===== config.mk =====
export PLATFORM = sky130hd
export DESIGN_NAME = baro_ptc_press
export DESIGN_NICKNAME = d
export VERILOG_FILES = /design/src/hw/rtl/baro_pressure_temp_compensation_core_macros.svh /design/src/hw/rtl/baro_ptc_pkg.sv /design/src/hw/rtl/baro_ptc_press.sv
export SDC_FILE = /design/constraint.sdc
export NUM_CORES = 2
export LEC_CHECK = 0
export BUFFER_PORTS_ARGS = -buffer_cell sky130_fd_sc_hd__buf_2
export CAP_MARGIN = 20
export CORE_ASPECT_RATIO = 1.1
export CORE_UTILIZATION = 50
export DETAILED_ROUTE_END_ITERATION = 12
export GPL_ROUTABILITY_DRIVEN = 0
export PLACE_DENSITY_LB_ADDON = 0.1
export SYNTH_ARGS = -nofsm -noshare
export SYNTH_HDL_FRONTEND = slang
export SYNTH_SLANG_ARGS = --single-unit

===== constraint.sdc =====
create_clock -name clock -period 7.45 [get_ports clock]
set_input_delay 0.3725 -clock clock [delete_from_list [all_inputs] [get_ports clock]]
set_output_delay 0.3725 -clock clock [all_outputs]
set_load 0.005 [all_outputs]

===== src/hw/rtl/baro_pressure_temp_compensation_core_macros.svh =====
// Assertion macros used by the compensation core top level.
`ifndef BARO_PRESSURE_TEMP_COMPENSATION_CORE_MACROS_SVH
`define BARO_PRESSURE_TEMP_COMPENSATION_CORE_MACROS_SVH

// Checks that cons holds in the same cycle whenever ante holds.
`define BPTC_ASSERT_SAME(label, clk, rst, ante, cons, msg) \
   label: assert property (@(posedge clk) disable iff (rst) (ante) |-> (cons)) \
      else $error(msg);

// Checks that cons holds in the cycle after ante holds.
`define BPTC_ASSERT_NEXT(label, clk, rst, ante, cons, msg) \
   label: assert property (@(posedge clk) disable iff (rst) (ante) |=> (cons)) \
      else $error(msg);

`endif


===== src/hw/rtl/baro_ptc_pkg.sv =====
// Types, widths and constants of the barometric compensation core.
`default_nettype none

package baro_ptc_pkg;

   localparam int RAW_W       = 24;
   localparam int CAL_W       = 16;
   localparam int TEMP_OUT_W  = 15;
   localparam int PRESS_OUT_W = 17;
   localparam int CSR_IDX_W   = 8;

   localparam int DT_W    = 25;
   localparam int PROD_W  = 42;
   localparam int SQDT_W  = 50;
   localparam int TEMP_W  = 20;
   localparam int T2_W    = 18;
   localparam int SQ_W    = 40;
   localparam int OFF_W   = 41;
   localparam int LO_W    = 21;
   localparam int HI_W    = OFF_W - LO_W;
   localparam int PP_W    = 45;
   localparam int DIFF_W  = 47;
   localparam int PRESS_W = DIFF_W - 15;

   localparam int UNIT_STAGES = 3;
   localparam int STAGES      = 3 * UNIT_STAGES;

   localparam int TEMP_REF    = 2000;
   localparam int COLD_OFFSET = 3500;
   localparam int TEMP_LOW    = -4000;
   localparam int TEMP_HIGH   = 8500;
   localparam int PRESS_LOW   = 1000;
   localparam int PRESS_HIGH  = 120000;

   localparam logic [CSR_IDX_W-1:0] CSR_C1 = CSR_IDX_W'(0);
   localparam logic [CSR_IDX_W-1:0] CSR_C2 = CSR_IDX_W'(1);
   localparam logic [CSR_IDX_W-1:0] CSR_C3 = CSR_IDX_W'(2);
   localparam logic [CSR_IDX_W-1:0] CSR_C4 = CSR_IDX_W'(3);
   localparam logic [CSR_IDX_W-1:0] CSR_C5 = CSR_IDX_W'(4);
   localparam logic [CSR_IDX_W-1:0] CSR_C6 = CSR_IDX_W'(5);

   typedef struct packed {
      logic [RAW_W-1:0] raw_pressure;
      logic [RAW_W-1:0] raw_temperature;
   } req_type;

   typedef struct packed {
      logic signed [TEMP_OUT_W-1:0] temperature_centi;
      logic [PRESS_OUT_W-1:0]       pressure_pa;
      logic                         clamped;
   } rsp_type;

   typedef struct packed {
      logic [CAL_W-1:0] c1;
      logic [CAL_W-1:0] c2;
      logic [CAL_W-1:0] c3;
      logic [CAL_W-1:0] c4;
      logic [CAL_W-1:0] c5;
      logic [CAL_W-1:0] c6;
   } calib_type;

   typedef struct packed {
      logic [UNIT_STAGES-1:0] load;
   } stage_ctl_type;

   typedef struct packed {
      logic [RAW_W-1:0]         d1;
      logic signed [TEMP_W-1:0] temp;
      logic signed [TEMP_W-1:0] x;
      logic signed [TEMP_W-1:0] y;
      logic [T2_W-1:0]          t2;
      logic signed [OFF_W-1:0]  off;
      logic signed [OFF_W-1:0]  sens;
   } first_type;

   typedef struct packed {
      logic [RAW_W-1:0]         d1;
      logic signed [TEMP_W-1:0] temp;
      logic signed [OFF_W-1:0]  off;
      logic signed [OFF_W-1:0]  sens;
   } corr_type;

endpackage

`default_nettype wire


===== src/hw/rtl/baro_ptc_press.sv =====
// Pressure stages: split sensitivity product, offset removal and output saturation.
`default_nettype none

module baro_ptc_press (
   input  logic                   clock,
   input  baro_ptc_pkg::stage_ctl_type ctl,
   input  baro_ptc_pkg::corr_type corr_data,
   output baro_ptc_pkg::rsp_type  rsp_data
);
   import baro_ptc_pkg::*;

   logic signed [TEMP_W-1:0]  temp_s7_ff, temp_s7_in;
   logic signed [OFF_W-1:0]   off_s7_ff, off_s7_in;
   logic [PP_W-1:0]           pplo_s7_ff, pplo_s7_in;
   logic signed [PP_W-1:0]    pphi_s7_ff, pphi_s7_in;

   logic signed [TEMP_W-1:0]  temp_s8_ff, temp_s8_in;
   logic signed [DIFF_W-1:0]  diff_s8_ff, diff_s8_in;

   logic signed [PRESS_W-1:0] press;
   rsp_type                   rsp_s9_ff, rsp_s9_in;

   always_comb begin
      temp_s7_in = corr_data.temp;
      off_s7_in  = corr_data.off;
      pplo_s7_in = corr_data.d1 * corr_data.sens[LO_W-1:0];
      pphi_s7_in = $signed({1'b0, corr_data.d1}) * $signed(corr_data.sens[OFF_W-1:LO_W]);
   end

   always_comb begin
      temp_s8_in = temp_s7_ff;
      diff_s8_in = DIFF_W'(pphi_s7_ff)
                 + DIFF_W'($signed({1'b0, pplo_s7_ff[PP_W-1:LO_W]}))
                 - DIFF_W'(off_s7_ff);
   end

   always_comb begin
      press             = $signed(diff_s8_ff[DIFF_W-1:15]);
      rsp_s9_in.clamped = 1'b0;
      if (temp_s8_ff < TEMP_LOW) begin
         rsp_s9_in.temperature_centi = TEMP_OUT_W'(TEMP_LOW);
         rsp_s9_in.clamped           = 1'b1;
      end else if (temp_s8_ff > TEMP_HIGH) begin
         rsp_s9_in.temperature_centi = TEMP_OUT_W'(TEMP_HIGH);
         rsp_s9_in.clamped           = 1'b1;
      end else begin
         rsp_s9_in.temperature_centi = temp_s8_ff[TEMP_OUT_W-1:0];
      end
      if (press < PRESS_LOW) begin
         rsp_s9_in.pressure_pa = PRESS_OUT_W'(PRESS_LOW);
         rsp_s9_in.clamped     = 1'b1;
      end else if (press > PRESS_HIGH) begin
         rsp_s9_in.pressure_pa = PRESS_OUT_W'(PRESS_HIGH);
         rsp_s9_in.clamped     = 1'b1;
      end else begin
         rsp_s9_in.pressure_pa = press[PRESS_OUT_W-1:0];
      end
   end

   always_ff @(posedge clock) begin
      if (ctl.load[0]) begin
         temp_s7_ff <= temp_s7_in;
         off_s7_ff  <= off_s7_in;
         pplo_s7_ff <= pplo_s7_in;
         pphi_s7_ff <= pphi_s7_in;
      end
      if (ctl.load[1]) begin
         temp_s8_ff <= temp_s8_in;
         diff_s8_ff <= diff_s8_in;
      end
      if (ctl.load[2]) begin
         rsp_s9_ff <= rsp_s9_in;
      end
   end

   assign rsp_data = rsp_s9_ff;

endmodule

`default_nettype wire


==> flow_summary.json <==
{
  "cts-htree-levels": 1,
  "hpwl_mm": 87.3,
  "synth_area_per_cell_um2": 9.63,
  "grt_max_degree": 76,
  "route.met3.wl_mm": 4.48,
  "clock_skew_ns": 0.0272,
  "antenna_found_initial": 17,
  "synth_edf_count": 215,
  "path_buf_inv": 6,
  "initial_core_util": 0.505,
  "io_buffers": 162,
  "final_antenna_net_count": 0,
  "slowest_stage": "a2111oi_0",
  "setup.worst_path.end_class": "register",
  "cpMostUsedCell": "fa_1",
  "rows": 111,
  "dr_wl_met2_mm": 50.7,
  "crit_fanout": 17,
  "grt_usage": 0.252,
  "synthArstFlopShare": 0,
  "max_freq_ghz": 0.144,
  "syn_to_final_growth_pct": 9.11,
  "io_pins": 163,
  "grt_pass1_wl_mm": 169,
  "grt_pass1_vias": 31600,
  "drc": 0,
  "yosysSeqAreaShare": 0.154,
  "setup_violations": 0,
  "highest_layer": "met5",
  "cts_max_path_buffers": 3,
  "slowest_delay_ns": 0.71,
  "overflow": 0,
  "drt-met1-wl_mm": 44.7,
  "yosysWarnings": 0,
  "maxCapViolCount": 0,
  "cp-start-kind": "primary input",
  "worstMarginPinSlew_ns": 0.848,
  "finalHoldViolCount": 0,
  "worstSkewPairLatency_ns": 0.54,
  "cts_tree": "done",
  "die_area_um2": 85100,
  "viasPerCell": 5.14,
  "outcome": "finished clean",
  "netlist_instances": 4359,
  "ys.flop_type": "edfxtp_1",
  "critPathArrivalTime_ns": 7.24,
  "die_w_um": 278,
  "via_count": 28900,
  "root_buffer": "clkbuf_16",
  "die_y_um": 306,
  "cts.clk_slew.worst_paths_ns": 0.07,
  "synthesis.area_um2": 42000,
  "routed_wl_mm": 102,
  "cts_sinks": 215,
  "yosysUniqueCellTypes": 59,
  "path_cells": "buf_2, buf_4, and2_1, fa_1, inv_1, fa_1, fa_1, inv_1, fa_1, fa_1, fa_1, inv_1, fa_1, inv_1, ha_1, or3_1, o2111ai_1, nand2_1, o21ai_1, nand3_1, a2111oi_0, nor3_1, xor2_1",
  "nets": 5899,
  "rsz0062_at_grt": "false",
  "synth_nets": 5719,
  "routedWlPerCell_um": 18.1,
  "fp.coreArea_um2": 83200,
  "period_share": 0.932,
  "firstDrtPassIters": 5,
  "criticalPathCategory": "in2reg",
  "critPathRequiredTime_ns": 7.74,
  "cpLargestDelayFamily": "adder cells",
  "slew_violations": 0,
  "slew_headroom": 0.420,
  "hold_class": "in2reg",
  "ys_ff_latch": 215,
  "drt_iter0_drc": 1391,
  "cts_buffers": 23,
  "dpl_cell_area_um2": 44700,
  "design_area_um2": 45800,
  "drive_above_1_share": 0.0780,
  "fin_crit_ns": 6.95
}
## cells in the final DEF, fill, tap and decap left out, types with 6 or more instances in the layout
cell type / n
inv_1: 1039
fa_1: 830
nand2_1: 517
and2_1: 515
ha_1: 400
edfxtp_1: 215
buf_2: 161
buf_4: 134
a21oi_1: 116
nor2_1: 75
xnor2_1: 59
a21o_1: 44
o21ai_0: 41
xor2_1: 36
dlygate4sd3_1: 34
nand3_1: 33
clkbuf_16: 23
nand2b_1: 22
nor3_1: 22
nand4_1: 21
o21ai_1: 20
a211oi_1: 17
o21bai_1: 16
o21a_1: 15
buf_12: 15
nor2b_1: 13
o31ai_1: 11
and3_1: 9
a31oi_1: 9
nor4_1: 8
or3_1: 6
## flip-flops by register name (all words and copies together), names as in the netlist
name / cells
pplo_s7_ff: 24
off_s7_ff: 41
temp_s8_ff: 20
pphi_s7_ff: 45
diff_s8_ff: 32
rsp_data: 33
temp_s7_ff: 20
## final timing paths
check / start / endpoint / slack (ns) / cells past startpoint
worst max register to register: pplo_s7_ff[25] / diff_s8_ff[44] / 3.06 / 13
worst min-delay path: corr_data[73] / off_s7_ff[32] / 0.03 / 1
worst min register to register: temp_s7_ff[6] / temp_s8_ff[6] / 0.42 / 0
worst max-delay path: corr_data[111] / pplo_s7_ff[42] / 0.50 / 23
## metal layers
metal,vias to the layer above,GRT usage
li1,13500,-
met3,118,0.0238
met5,-,0
met2,585,0.446
met4,12,0.0520
met1,14800,0.335
## layout make-up
class                      count  area (µm²)
multi-input combinational   2915       30900
sequential                   215        6460
timing repair buffer         345        2460
antenna                        5        12.5
inverter                    1039        3900
clock inverter                13         135
clock buffer                  26         587
tap                         1073        1340
fill                        7585       37400
## synth_stat cells (33+ instances only)
library cell  count  area, µm²
and2_1          515       3220
edfxtp_1        215       6460
inv_1          1039       3900
xnor2_1          59        517
nand2_1         517       1940
fa_1            830      16600
xor2_1           36        315
o21ai_0          41        205
a21oi_1         116        581
nor2_1           75        282
clkbuf_1        187        702
nand3_1          33        165
ha_1            400       5000
a21o_1           44        330
## timing repair
action,in CTS,in global routing
hold buffers,34,0
hold endpoints to repair,34,0
setup buffers,0,0
resized for setup,0,0
## per-stage QoR
step | TNS (ns) | worst slack (ns) | hold slack [ns] | utilization | std cells
CTS | 0 | 0.546 | 0.000127 | 0.550 | 5625
global placement | 0 | 0.100 | 0.401 | 0.537 | 5552
global route | 0 | 0.0997 | 0.00125 | 0.551 | 5628
floorplan | 0 | 0.723 | 0.400 | - | 4359
finish | 0 | 0.504 | 0.0253 | 0.551 | 5631
detailed placement | -0.0362 | -0.0187 | 0.405 | 0.537 | 5552
## cells by family (layout without fill, tap and decap cells)
| group | Yosys count | count (layout) | synth area share |
|---|---|---|---|
| simple gates | 1256 | 1256 | 0.151 |
| fa+ha+maj | 1230 | 1230 | 0.515 |
| buf+inv | 1229 | 1423 | 0.110 |
| compound gates | 334 | 334 | 0.0507 |
| flops | 215 | 215 | 0.154 |
| xor+xnor | 95 | 95 | 0.0198 |
| other cells | 0 | 5 | 0 |
Power is left out: the tool's default activity adds up to more than one toggle a clock period on the data nets, which glitch-free logic cannot reach.
