--- config.mk ---
export PLATFORM = sky130hd
export DESIGN_NAME = baro_ptc_front
export DESIGN_NICKNAME = d
export VERILOG_FILES = /design/src/hw/rtl/baro_pressure_temp_compensation_core_macros.svh /design/src/hw/rtl/baro_ptc_pkg.sv /design/src/hw/rtl/baro_ptc_front.sv
export SDC_FILE = /design/constraint.sdc
export NUM_CORES = 2
export LEC_CHECK = 0
export BUFFER_PORTS_ARGS = -buffer_cell sky130_fd_sc_hd__buf_2
export CAP_MARGIN = 20
export CORE_MARGIN = 2
export CORE_UTILIZATION = 60
export DETAILED_ROUTE_END_ITERATION = 7
export GPL_TIMING_DRIVEN = 1
export PLACE_DENSITY = 0.78
export SLEW_MARGIN = 20
export SYNTH_ARGS = -nofsm -noshare
export SYNTH_HDL_FRONTEND = slang
export SYNTH_SLANG_ARGS = --single-unit
--- constraint.sdc ---
create_clock -name clock -period 14.45 [get_ports clock]
set_input_delay 2.89 -clock clock [delete_from_list [all_inputs] [get_ports clock]]
set_output_delay 2.89 -clock clock [all_outputs]
set_load 0.005 [all_outputs]
--- src/hw/rtl/baro_pressure_temp_compensation_core_macros.svh ---
// Assertion macros used by the compensation core top level.
`ifndef BARO_PRESSURE_TEMP_COMPENSATION_CORE_MACROS_SVH
`define BARO_PRESSURE_TEMP_COMPENSATION_CORE_MACROS_SVH

// Checks that cons holds in the same cycle whenever ante holds.
`define BPTC_ASSERT_SAME(label, clk, rst, ante, cons, msg) \
   label: assert property (@(posedge clk) disable iff (rst) (ante) |-> (cons)) \
      else $error(msg);

// Checks that cons holds in the cycle after ante holds.
`define BPTC_ASSERT_NEXT(label, clk, rst, ante, cons, msg) \
   label: assert property (@(posedge clk) disable iff (rst) (ante) |=> (cons)) \
      else $error(msg);

`endif

--- src/hw/rtl/baro_ptc_pkg.sv ---
// Types, widths and constants of the barometric compensation core.
`default_nettype none

package baro_ptc_pkg;

   localparam int RAW_W       = 24;
   localparam int CAL_W       = 16;
   localparam int TEMP_OUT_W  = 15;
   localparam int PRESS_OUT_W = 17;
   localparam int CSR_IDX_W   = 8;

   localparam int DT_W    = 25;
   localparam int PROD_W  = 42;
   localparam int SQDT_W  = 50;
   localparam int TEMP_W  = 20;
   localparam int T2_W    = 18;
   localparam int SQ_W    = 40;
   localparam int OFF_W   = 41;
   localparam int LO_W    = 21;
   localparam int HI_W    = OFF_W - LO_W;
   localparam int PP_W    = 45;
   localparam int DIFF_W  = 47;
   localparam int PRESS_W = DIFF_W - 15;

   localparam int UNIT_STAGES = 3;
   localparam int STAGES      = 3 * UNIT_STAGES;

   localparam int TEMP_REF    = 2000;
   localparam int COLD_OFFSET = 3500;
   localparam int TEMP_LOW    = -4000;
   localparam int TEMP_HIGH   = 8500;
   localparam int PRESS_LOW   = 1000;
   localparam int PRESS_HIGH  = 120000;

   localparam logic [CSR_IDX_W-1:0] CSR_C1 = CSR_IDX_W'(0);
   localparam logic [CSR_IDX_W-1:0] CSR_C2 = CSR_IDX_W'(1);
   localparam logic [CSR_IDX_W-1:0] CSR_C3 = CSR_IDX_W'(2);
   localparam logic [CSR_IDX_W-1:0] CSR_C4 = CSR_IDX_W'(3);
   localparam logic [CSR_IDX_W-1:0] CSR_C5 = CSR_IDX_W'(4);
   localparam logic [CSR_IDX_W-1:0] CSR_C6 = CSR_IDX_W'(5);

   typedef struct packed {
      logic [RAW_W-1:0] raw_pressure;
      logic [RAW_W-1:0] raw_temperature;
   } req_type;

   typedef struct packed {
      logic signed [TEMP_OUT_W-1:0] temperature_centi;
      logic [PRESS_OUT_W-1:0]       pressure_pa;
      logic                         clamped;
   } rsp_type;

   typedef struct packed {
      logic [CAL_W-1:0] c1;
      logic [CAL_W-1:0] c2;
      logic [CAL_W-1:0] c3;
      logic [CAL_W-1:0] c4;
      logic [CAL_W-1:0] c5;
      logic [CAL_W-1:0] c6;
   } calib_type;

   typedef struct packed {
      logic [UNIT_STAGES-1:0] load;
   } stage_ctl_type;

   typedef struct packed {
      logic [RAW_W-1:0]         d1;
      logic signed [TEMP_W-1:0] temp;
      logic signed [TEMP_W-1:0] x;
      logic signed [TEMP_W-1:0] y;
      logic [T2_W-1:0]          t2;
      logic signed [OFF_W-1:0]  off;
      logic signed [OFF_W-1:0]  sens;
   } first_type;

   typedef struct packed {
      logic [RAW_W-1:0]         d1;
      logic signed [TEMP_W-1:0] temp;
      logic signed [OFF_W-1:0]  off;
      logic signed [OFF_W-1:0]  sens;
   } corr_type;

endpackage

`default_nettype wire

--- src/hw/rtl/baro_ptc_front.sv ---
// First-order stages: temperature difference, calibration products and sums.
`default_nettype none

module baro_ptc_front (
   input  logic                    clock,
   input  baro_ptc_pkg::stage_ctl_type ctl,
   input  baro_ptc_pkg::calib_type calib,
   input  baro_ptc_pkg::req_type   req_data,
   output baro_ptc_pkg::first_type first_data
);
   import baro_ptc_pkg::*;

   logic [RAW_W-1:0]         d1_s1_ff, d1_s1_in;
   logic signed [DT_W-1:0]   dt_s1_ff, dt_s1_in;

   logic [RAW_W-1:0]         d1_s2_ff, d1_s2_in;
   logic signed [PROD_W-1:0] pt_s2_ff, pt_s2_in;
   logic signed [PROD_W-1:0] poff_s2_ff, poff_s2_in;
   logic signed [PROD_W-1:0] psens_s2_ff, psens_s2_in;
   logic signed [SQDT_W-1:0] pdd_s2_ff, pdd_s2_in;

   first_type                first_s3_ff, first_s3_in;

   always_comb begin
      d1_s1_in = req_data.raw_pressure;
      dt_s1_in = $signed({1'b0, req_data.raw_temperature}) - $signed({1'b0, calib.c5, 8'h00});
   end

   always_comb begin
      d1_s2_in    = d1_s1_ff;
      pt_s2_in    = dt_s1_ff * $signed({1'b0, calib.c6});
      poff_s2_in  = dt_s1_ff * $signed({1'b0, calib.c4});
      psens_s2_in = dt_s1_ff * $signed({1'b0, calib.c3});
      pdd_s2_in   = dt_s1_ff * dt_s1_ff;
   end

   always_comb begin
      first_s3_in.d1   = d1_s2_ff;
      first_s3_in.x    = TEMP_W'($signed(pt_s2_ff[PROD_W-1:23]));
      first_s3_in.temp = first_s3_in.x + TEMP_W'(TEMP_REF);
      first_s3_in.y    = first_s3_in.x + TEMP_W'(COLD_OFFSET);
      first_s3_in.t2   = pdd_s2_ff[48:31];
      first_s3_in.off  = OFF_W'($signed({1'b0, calib.c2, 16'h0000}))
                       + OFF_W'($signed(poff_s2_ff[PROD_W-1:7]));
      first_s3_in.sens = OFF_W'($signed({1'b0, calib.c1, 15'h0000}))
                       + OFF_W'($signed(psens_s2_ff[PROD_W-1:8]));
   end

   always_ff @(posedge clock) begin
      if (ctl.load[0]) begin
         d1_s1_ff <= d1_s1_in;
         dt_s1_ff <= dt_s1_in;
      end
      if (ctl.load[1]) begin
         d1_s2_ff    <= d1_s2_in;
         pt_s2_ff    <= pt_s2_in;
         poff_s2_ff  <= poff_s2_in;
         psens_s2_ff <= psens_s2_in;
         pdd_s2_ff   <= pdd_s2_in;
      end
      if (ctl.load[2]) begin
         first_s3_ff <= first_s3_in;
      end
   end

   assign first_data = first_s3_ff;

endmodule

`default_nettype wire

==> summary.md <==
| Metric | Value |
|---|---|
| Status | completed |
| Die Footprint | roughly 130000 um^2 |
| Buffers and inverters on the worst path | 6 |
| Fraction of layout cells with a size suffix above 1 | roughly 6.2% |
| Worst Tran Pin Value | roughly 1 ns |
| CTS Buf Count | 42 |
| GRT Total Usage | between 20 and 30% |
| DR vias/cell | about 5.4 |
| Top FF cell, synth | edfxtp_1 |
| Clock buffer depth | 3 |
| Clock Tree Root | clkbuf_16 |
| Final #Nets | just under 10000 |
| Yosys warnings | 0 |
| HP Class | register to register |
| GPL Wtd Cong | between 0.9 and 1 |
| Setup violators final | 0 |
| Syn avg cell area | 9.99 um^2 |
| Vias in the first global route | roughly 56000 |
| I/O pin count | roughly 330 |
| # hold bufs at CTS | 0 |
| H-tree depth | 2 |
| First-pass GRT wire length | around 290000 um |
| # clock sinks | 345 |
| Max cap viols | 0 |
| DRC | 0 |
| Highest-count cells in the layout ignoring fill and taps | inv_1, fa_1, nand2_1, and2_1, ha_1 |
| Critical Path Most Common Cell | fa_1 |
| CP top delay family | adder cells |
| Most common cell after layout, fill and taps aside | inv_1 |
| Async S/R FF share, synth | 0% |
| Port Buf Inserts | 331 |
| Yosys cell types | 63 |
| Initial Util | roughly 61% |
| WL final | roughly 170000 um |
| Crit-path max FO | 25 |
| Clk pin slew, worst setup/hold paths | ~0.060 ns |
| Slew headroom | 34.5% |
| Die X-Extent | between 300 and 400 um |
| Core ar. | 122000 um^2 |
| EDFF count, synth | around 350 |
| Row cnt | about 130 |
| CTS tree | built |
| Setup TNS | 0 ns |
| Crit-path cells | buf_2 -> nand2_1 -> fa_1 -> inv_1 -> fa_1 -> inv_1 -> fa_1 -> inv_1 -> fa_1 -> inv_1 -> fa_1 -> inv_1 -> fa_1 -> ha_1 -> nand4_1 -> a211o_1 -> a221oi_1 -> nand3_1 -> o221ai_1 -> a21oi_1 -> a21boi_0 -> o21a_1 -> nor2_1 -> xnor2_1 |
| Syn Std Cell Area | 73600 um^2 |
| Setup CP Type | input port to register |
| Final worst-path cycle share | approximately 64% |
| Clock period minus worst slack | 9.32 ns |
| Postcts setup bufs | 0 |
| Fin. max-slew vios | 0 |
| Register area share after synthesis | around 14% |
| RSZ-0062 raised after global routing | false |
| Fmax | between 100 and 150 MHz |
| Hold WS | roughly 0.41 ns |
| Initial antenna violation count | 14 |
| #FFs+latches synth | between 300 and 400 |
| Worst Path Required | roughly 15 ns |
| Filler cells | between 9000 and 10000 |
| Post-Syn Nets | a little under 10000 |
| Post-detail-place hpwl | approximately 130000 um |
| Worst Clk Skew | approximately 0.035 ns |
| Hold Violations, Final | 0 |
| Initial DRC count | approximately 3600 |
| Worst Path Arrival | 9.68 ns |
| Reg2Reg Setup Slack | approximately 5.4 ns |
| GRT overflow | 0 |
| Die Y | about 350 um |
| Slowest cell on crit path | fa_1 |
| Worst setup EP type | register |
| DR vias | approximately 49000 |
| Final antenna-violating net count | 0 |
| Largest net degree at the start of global routing | between 60 and 70 |
| Drt wl/cell | approximately 19 um |
| Drt pass-1 iters | 6 |
| Post-Syn Instances | 7371 |
| CP peak stage delay | about 0.60 ns |
| Post_cts resized | 0 |
| Crit path launch type | input port |
| Clk_lat worst skew | 0.65 ns |
| Synth-to-Final Area Change | 5.61% |
kinds of logic (layout without fill, tap and decap cells):
kind of cell,Yosys count,count (layout),synth area share [%]
other,0,6,0
flip-flops,345,345,14.1
AND/OR/NAND/NOR,1861,1861,12.0
AO/OA/AOI/OAI,321,321,2.86
XOR/XNOR,186,186,2.21
adder cells (fa/ha/maj),2270,2270,56.6
buffers and inverters,2387,2515,12.3
multiplexers,1,1,0.0136
routing by layer:
layer | up-vias | wire (um) | GRT usage, %
li1 | 21400 | - | -
met1 | 25400 | 63600 | 36.7
met2 | 2008 | 86000 | 49.6
met3 | 459 | 14100 | 5.52
met4 | 16 | 6720 | 10.2
met5 | - | 121 | 0
Yosys cell counts (all sizes together) (2+ instances only):
library cell | instances | share of area, %
a2111oi | 2 | 0.049
a211o | 3 | 0.036
a211oi | 10 | 0.10
a21boi | 15 | 0.15
a21o | 43 | 0.44
a21oi | 94 | 0.64
a221o | 4 | 0.054
a221oi | 4 | 0.048
a311oi | 4 | 0.048
a31o | 3 | 0.036
a31oi | 11 | 0.093
a41o | 3 | 0.041
and2 | 588 | 5.0
and3 | 19 | 0.16
and4 | 5 | 0.059
buf | 21 | 0.21
clkbuf | 313 | 1.6
edfxtp | 345 | 14
fa | 1768 | 48
ha | 502 | 8.5
inv | 2053 | 10
nand2 | 968 | 4.9
nand2b | 22 | 0.19
nand3 | 15 | 0.10
nand3b | 4 | 0.041
nand4 | 8 | 0.068
nor2 | 142 | 0.72
nor2b | 38 | 0.32
nor3 | 36 | 0.24
nor4 | 2 | 0.017
o211ai | 13 | 0.14
o21a | 28 | 0.29
o21ai | 63 | 0.43
o31a | 5 | 0.059
o41ai | 3 | 0.046
or2 | 5 | 0.042
or3 | 5 | 0.042
or4 | 2 | 0.020
xnor2 | 135 | 1.6
xor2 | 51 | 0.61
layout make-up:
cell class                      count  area [um^2]  area share, %
Clock buffer                       46         1090           1.40
Timing Repair Buffer              387         2090           2.69
Multi-Input combinational cell   4639        54200           69.7
Inverter                         2053         7710           9.91
Tap cell                         1625         2030           2.61
Clock inverter                     29          234          0.301
Sequential cell                   345        10400           13.3
Antenna cell                        6         15.0         0.0193
per-stage QoR:
step	utilization (%)	instance area, um^2	worst slack [ns]	cells
after floorplan	-	73600	5.32	7371
after global placement	62.8	76400	4.72	9049
after detailed placement	62.8	76400	4.59	9049
after global routing	63.9	77800	4.70	9128
final	63.9	77800	5.13	9130
after CTS	63.9	77800	5.24	9124
registers in the layout, indices dropped and copies added, names as in the netlist:
register / cells
psens_s2_ff: 34
pdd_s2_ff: 18
d1_s2_ff: 24
d1_s1_ff: 24
pt_s2_ff: 19
dt_s1_ff: 25
poff_s2_ff: 35
first_data: 166
final timing paths:
kind                     start             to  cells past startpoint
hold reg to reg   d1_s1_ff[19]   d1_s2_ff[19]                      0
hold / removal    d1_s1_ff[19]   d1_s2_ff[19]                      0
setup / recovery      calib[2]   pt_s2_ff[35]                     24
setup reg to reg   dt_s1_ff[4]  pdd_s2_ff[47]                     26
Power is not shown: default switching activity piles up to over one toggle a cycle in this logic, so the estimate is an artifact.
