`config.mk`:
```
export PLATFORM = sky130hd
export DESIGN_NAME = baro_ptc_second
export DESIGN_NICKNAME = d
export VERILOG_FILES = /design/src/hw/rtl/baro_pressure_temp_compensation_core_macros.svh /design/src/hw/rtl/baro_ptc_pkg.sv /design/src/hw/rtl/baro_ptc_second.sv
export SDC_FILE = /design/constraint.sdc
export NUM_CORES = 2
export LEC_CHECK = 0
export ABC_CLOCK_PERIOD_IN_PS = 12270
export BUFFER_PORTS_ARGS = -buffer_cell sky130_fd_sc_hd__buf_4
export CORE_ASPECT_RATIO = 1.4
export CORE_MARGIN = 2
export CORE_UTILIZATION = 39
export CTS_CLUSTER_DIAMETER = 100
export DETAILED_ROUTE_END_ITERATION = 7
export PLACE_DENSITY_LB_ADDON = 0.08
export SLEW_MARGIN = 20
export SYNTH_ARGS = -nofsm -noshare
export SYNTH_HDL_FRONTEND = slang
export SYNTH_SLANG_ARGS = --single-unit
```
`constraint.sdc`:
```
create_clock -name clock -period 12.27 [get_ports clock]
set_input_delay 2.454 -clock clock [delete_from_list [all_inputs] [get_ports clock]]
set_output_delay 2.454 -clock clock [all_outputs]
set_load 0.1 [all_outputs]
```
`src/hw/rtl/baro_pressure_temp_compensation_core_macros.svh`:
```
// Assertion macros used by the compensation core top level.
`ifndef BARO_PRESSURE_TEMP_COMPENSATION_CORE_MACROS_SVH
`define BARO_PRESSURE_TEMP_COMPENSATION_CORE_MACROS_SVH

// Checks that cons holds in the same cycle whenever ante holds.
`define BPTC_ASSERT_SAME(label, clk, rst, ante, cons, msg) \
   label: assert property (@(posedge clk) disable iff (rst) (ante) |-> (cons)) \
      else $error(msg);

// Checks that cons holds in the cycle after ante holds.
`define BPTC_ASSERT_NEXT(label, clk, rst, ante, cons, msg) \
   label: assert property (@(posedge clk) disable iff (rst) (ante) |=> (cons)) \
      else $error(msg);

`endif

```
`src/hw/rtl/baro_ptc_pkg.sv`:
```
// Types, widths and constants of the barometric compensation core.
`default_nettype none

package baro_ptc_pkg;

   localparam int RAW_W       = 24;
   localparam int CAL_W       = 16;
   localparam int TEMP_OUT_W  = 15;
   localparam int PRESS_OUT_W = 17;
   localparam int CSR_IDX_W   = 8;

   localparam int DT_W    = 25;
   localparam int PROD_W  = 42;
   localparam int SQDT_W  = 50;
   localparam int TEMP_W  = 20;
   localparam int T2_W    = 18;
   localparam int SQ_W    = 40;
   localparam int OFF_W   = 41;
   localparam int LO_W    = 21;
   localparam int HI_W    = OFF_W - LO_W;
   localparam int PP_W    = 45;
   localparam int DIFF_W  = 47;
   localparam int PRESS_W = DIFF_W - 15;

   localparam int UNIT_STAGES = 3;
   localparam int STAGES      = 3 * UNIT_STAGES;

   localparam int TEMP_REF    = 2000;
   localparam int COLD_OFFSET = 3500;
   localparam int TEMP_LOW    = -4000;
   localparam int TEMP_HIGH   = 8500;
   localparam int PRESS_LOW   = 1000;
   localparam int PRESS_HIGH  = 120000;

   localparam logic [CSR_IDX_W-1:0] CSR_C1 = CSR_IDX_W'(0);
   localparam logic [CSR_IDX_W-1:0] CSR_C2 = CSR_IDX_W'(1);
   localparam logic [CSR_IDX_W-1:0] CSR_C3 = CSR_IDX_W'(2);
   localparam logic [CSR_IDX_W-1:0] CSR_C4 = CSR_IDX_W'(3);
   localparam logic [CSR_IDX_W-1:0] CSR_C5 = CSR_IDX_W'(4);
   localparam logic [CSR_IDX_W-1:0] CSR_C6 = CSR_IDX_W'(5);

   typedef struct packed {
      logic [RAW_W-1:0] raw_pressure;
      logic [RAW_W-1:0] raw_temperature;
   } req_type;

   typedef struct packed {
      logic signed [TEMP_OUT_W-1:0] temperature_centi;
      logic [PRESS_OUT_W-1:0]       pressure_pa;
      logic                         clamped;
   } rsp_type;

   typedef struct packed {
      logic [CAL_W-1:0] c1;
      logic [CAL_W-1:0] c2;
      logic [CAL_W-1:0] c3;
      logic [CAL_W-1:0] c4;
      logic [CAL_W-1:0] c5;
      logic [CAL_W-1:0] c6;
   } calib_type;

   typedef struct packed {
      logic [UNIT_STAGES-1:0] load;
   } stage_ctl_type;

   typedef struct packed {
      logic [RAW_W-1:0]         d1;
      logic signed [TEMP_W-1:0] temp;
      logic signed [TEMP_W-1:0] x;
      logic signed [TEMP_W-1:0] y;
      logic [T2_W-1:0]          t2;
      logic signed [OFF_W-1:0]  off;
      logic signed [OFF_W-1:0]  sens;
   } first_type;

   typedef struct packed {
      logic [RAW_W-1:0]         d1;
      logic signed [TEMP_W-1:0] temp;
      logic signed [OFF_W-1:0]  off;
      logic signed [OFF_W-1:0]  sens;
   } corr_type;

endpackage

`default_nettype wire

```
`src/hw/rtl/baro_ptc_second.sv`:
```
// Second-order stages: low-temperature corrections of temperature, offset and sensitivity.
`default_nettype none

module baro_ptc_second (
   input  logic                    clock,
   input  baro_ptc_pkg::stage_ctl_type ctl,
   input  baro_ptc_pkg::first_type first_data,
   output baro_ptc_pkg::corr_type  corr_data
);
   import baro_ptc_pkg::*;

   first_type                s4_ff, s4_in;
   logic [SQ_W-1:0]          a_s4_ff, a_s4_in;
   logic [SQ_W-1:0]          b_s4_ff, b_s4_in;
   logic                     lt20_s4_ff, lt20_s4_in;
   logic                     lt15_s4_ff, lt15_s4_in;

   logic [RAW_W-1:0]         d1_s5_ff, d1_s5_in;
   logic signed [TEMP_W-1:0] temp_s5_ff, temp_s5_in;
   logic signed [OFF_W-1:0]  off_s5_ff, off_s5_in;
   logic signed [OFF_W-1:0]  sens_s5_ff, sens_s5_in;
   logic [OFF_W-1:0]         off2_s5_ff, off2_s5_in;
   logic [OFF_W-1:0]         sens2_s5_ff, sens2_s5_in;

   logic [OFF_W-1:0]         a_w, b_w, a5, b7, b11;

   corr_type                 corr_s6_ff, corr_s6_in;

   always_comb begin
      s4_in      = first_data;
      a_s4_in    = SQ_W'(first_data.x * first_data.x);
      b_s4_in    = SQ_W'(first_data.y * first_data.y);
      lt20_s4_in = first_data.x[TEMP_W-1];
      lt15_s4_in = first_data.y[TEMP_W-1];
   end

   always_comb begin
      a_w  = OFF_W'(a_s4_ff);
      b_w  = OFF_W'(b_s4_ff);
      a5   = (a_w << 2) + a_w;
      b7   = (b_w << 3) - b_w;
      b11  = (b_w << 3) + (b_w << 1) + b_w;
      d1_s5_in   = s4_ff.d1;
      off_s5_in  = s4_ff.off;
      sens_s5_in = s4_ff.sens;
      if (lt20_s4_ff) begin
         temp_s5_in  = s4_ff.temp - TEMP_W'(s4_ff.t2);
         off2_s5_in  = (a5 >> 1) + (lt15_s4_ff ? b7 : '0);
         sens2_s5_in = (a5 >> 2) + (lt15_s4_ff ? (b11 >> 1) : '0);
      end else begin
         temp_s5_in  = s4_ff.temp;
         off2_s5_in  = '0;
         sens2_s5_in = '0;
      end
   end

   always_comb begin
      corr_s6_in.d1   = d1_s5_ff;
      corr_s6_in.temp = temp_s5_ff;
      corr_s6_in.off  = off_s5_ff - $signed(off2_s5_ff);
      corr_s6_in.sens = sens_s5_ff - $signed(sens2_s5_ff);
   end

   always_ff @(posedge clock) begin
      if (ctl.load[0]) begin
         s4_ff      <= s4_in;
         a_s4_ff    <= a_s4_in;
         b_s4_ff    <= b_s4_in;
         lt20_s4_ff <= lt20_s4_in;
         lt15_s4_ff <= lt15_s4_in;
      end
      if (ctl.load[1]) begin
         d1_s5_ff    <= d1_s5_in;
         temp_s5_ff  <= temp_s5_in;
         off_s5_ff   <= off_s5_in;
         sens_s5_ff  <= sens_s5_in;
         off2_s5_ff  <= off2_s5_in;
         sens2_s5_ff <= sens2_s5_in;
      end
      if (ctl.load[2]) begin
         corr_s6_ff <= corr_s6_in;
      end
   end

   assign corr_data = corr_s6_ff;

endmodule

`default_nettype wire

```
==> metrics.md <==
| Metric | Value |
|---|---|
| Register bit total from synthesis | `557` |
| CTS max path bufs | `3` |
| Via density per instance | `5.01` |
| Syn avg cell area | `10.5 µm²` |
| Hold Path Origin | `sens_s5_in[24]` |
| Synth Flop Type | `edfxtp_1` |
| Register area share after synthesis | `28.3%` |
| Num rows | `169` |
| Core area | `0.151 mm²` |
| FF-to-FF Start | `b_s4_ff[4]` |
| Gr usage total | `20.0%` |
| Fin. max-slew vios | `0` |
| Most frequent cells in the layout | `inv_1, fa_1, edfxtp_1` |
| Initial Util | `39.2%` |
| Gr ovfl total | `0` |
| Vias in the first global route | `42900` |
| Clock skew | `0.0446 ns` |
| RSZ-0062 raised after global routing | `false` |
| FMAX | `109 MHz` |
| Crit path max fanout | `17` |
| Slew HR | `32.4%` |
| CP endpoint kind | `register` |
| Area grow syn2layout | `10.9%` |
| Synth warn | `0` |
| Status | `completed` |
| Root Driver | `clkbuf_16` |
| DRT Wirelength | `152000 µm` |
| Mapped cell area | `0.0591 mm²` |
| Post-CTS Hold Buffers | `0` |
| Most common cell after layout, fill and taps aside | `inv_1` |
| Register-to-Register Setup Slack | `5.61 ns` |
| Mapped Cells | `5606` |
| Clk_lat worst skew | `0.67 ns` |
| Maxcap violations | `0` |
| Critical path endpoint | `b_s4_ff[35]` |
| Detailed Route Iter0 Violations | `1879` |
| Num CTS Buffers | `56` |
| Post-route ant nets | `0` |
| Post-synth top area share | `28.3%` |
| Wire per inst | `19.3 µm` |
| Tightest Hold Check Type | `reg2reg` |
| Crit Reg-Reg Endpoint | `sens2_s5_ff[39]` |
| CTS sink count | `557` |
| Routability cong. | `0.864` |
| Final setup fails | `0` |
| Worst endpoint required time | `12.69 ns` |
| I/O pin count | `314` |
| Crit path from | `first_data[104]` |
| HPWL after DPL | `126000 µm` |
| Yosys cell types | `90` |
| CTS H-tree lvls | `2` |
| Slew at the pin closest to its max-slew limit | `1.01 ns` |
| Tcrit/Tclk final | `74.6%` |
| Final hold viol count | `0` |
| Fillers | `14700` |
| Die Y | `465 µm` |
| Fin crit period | `9.15 ns` |
| R2R depth | `23` |
| Global-route wire length before repair | `240000 µm` |
| Clock transition at path regs | `0.06 ns` |
| Mapped Nets | `7106` |
| # DRC | `0` |
| # Post-CTS Setup Buffers | `0` |
| Setup crit start kind | `primary input` |
| Largest net degree at the start of global routing | `104` |
| TritonRoute pass-1 iters | `5` |
| Number of synthesized flops with an enable pin | `557` |
| Share of cells above drive strength 1 | `8.02%` |
| Vias | `39500` |
| CTS tree | `yes` |
| Post-cts gate resize count | `0` |
| Top post-synthesis cells by area | `edfxtp_1, fa_1, ha_1` |
| Die width | `333 µm` |
| Crit path DAT | `9.57 ns` |
| Nets@finish | `7378` |
| Die area | `0.155 mm²` |
| Async S/R FF share, synth | `0%` |
| Port buffer count | `313` |
| Setup TNS | `0 ns` |
| Synth area leader | `edfxtp_1` |
| Initial antenna violation count | `3` |
| Critical path type | `in2reg` |
==> through the flow <==
step | cell area [µm²] | instances | hold slack, ns | util, % | worst slack, ns
2_1_floorplan | 59100 | 5606 | 0.400 | - | 2.98
3_3_place_gp | 63600 | 7786 | 0.400 | 42.1 | 2.54
3_5_place_dp | 63600 | 7786 | 0.405 | 42.1 | 2.40
4_1_cts | 65500 | 7888 | 0.395 | 43.4 | 3.12
5_1_grt | 65600 | 7889 | 0.421 | 43.4 | 2.71
6_report | 65600 | 7890 | 0.395 | 43.4 | 3.12
==> layout make-up <==
| type | count | area [µm²] | share of cell area, % |
|---|---|---|---|
| inverter | 1103 | 4140 | 6.32 |
| clock buffer | 62 | 1420 | 2.17 |
| timing repair buffer | 324 | 2450 | 3.74 |
| sequential | 557 | 16700 | 25.5 |
| multi-input combinational | 3836 | 37900 | 57.7 |
| clock inverter | 40 | 495 | 0.756 |
| tap | 1966 | 2460 | 3.75 |
| antenna | 2 | 5.00 | 0.00763 |
==> logic make-up (layout without fill, tap and decap cells) <==
kind of cell | count (synthesis) | count (layout) | synth area share (%)
buffers and inverters | 1213 | 1529 | 7.70
AND/OR/NAND/NOR | 1224 | 1224 | 10.2
adder cells (fa/ha/maj) | 1312 | 1312 | 38.0
flip-flops | 557 | 557 | 28.3
other | 1 | 3 | 0.00634
multiplexers | 20 | 20 | 0.368
AO/OA/AOI/OAI | 932 | 932 | 10.3
XOR/XNOR | 347 | 347 | 5.14
==> how the worst min path moves through the flow <==
| stage | end | slack, ns | cells past startpoint |
|---|---|---|---|
| 2_1_floorplan | corr_data[100] | 0.40 | 0 |
| 3_3_place_gp | corr_data[122] | 0.40 | 0 |
| 3_5_place_dp | corr_data[115] | 0.40 | 0 |
| 4_1_cts | sens_s5_ff[24] | 0.40 | 0 |
| 5_1_grt | sens_s5_ff[24] | 0.42 | 0 |
| 6_report | sens_s5_ff[24] | 0.39 | 0 |
==> Yosys cell counts (all sizes together) (15+ instances only) <==
cell	number
nand2	358
xnor2	235
a31oi	18
or3	18
xor2	112
nor2b	69
nand4	21
a21o	142
o21bai	40
o21ai	183
o211ai	20
ha	505
a211oi	38
nand2b	61
and3	27
inv	1103
o31ai	15
o21a	62
nor2	253
nor3	60
nand3	74
fa	807
and2	232
clkbuf	109
a21oi	293
edfxtp	557
==> flip-flops by register name, indices dropped and copies added, names as in the netlist <==
register,count
corr_data,126
off2_s5_ff,41
off_s5_ff,41
off_s5_in,41
sens_s5_ff,41
sens_s5_in,41
sens2_s5_ff,40
a_s4_ff,39
b_s4_ff,39
s4_ff,38
d1_s5_ff,24
d1_s5_in,24
temp_s5_ff,20
lt15_s4_ff,1
lt20_s4_ff,1
==> metal layers <==
layer | GRT usage (%) | up-vias | part of all wire, % | routed length, µm
met5 | 0 | - | 0.016 | 24
met4 | 6.63 | 4 | 3.5 | 5400
met3 | 1.81 | 195 | 3.2 | 4810
met2 | 37.7 | 693 | 53 | 81200
met1 | 23.5 | 19700 | 40 | 61000
li1 | - | 18900 | - | -
==> worst max-delay path, stage by stage <==
cell and delay (ns):
buf_4 0.23, inv_1 0.20, nor2_1 0.23, fa_1 0.49, fa_1 0.50, fa_1 0.51
fa_1 0.51, fa_1 0.51, fa_1 0.49, inv_1 0.05, fa_1 0.49, inv_1 0.05
ha_1 0.35, a21o_1 0.19, a21o_1 0.18, a21oi_1 0.23, o21a_1 0.19, o211ai_1 0.12
a31oi_2 0.34, o211ai_1 0.20, a41oi_2 0.32, o21ai_1 0.14, and4_1 0.23, or3_1 0.35
Power is not shown: default switching activity piles up to over one toggle a cycle in this logic, so the estimate is an artifact.
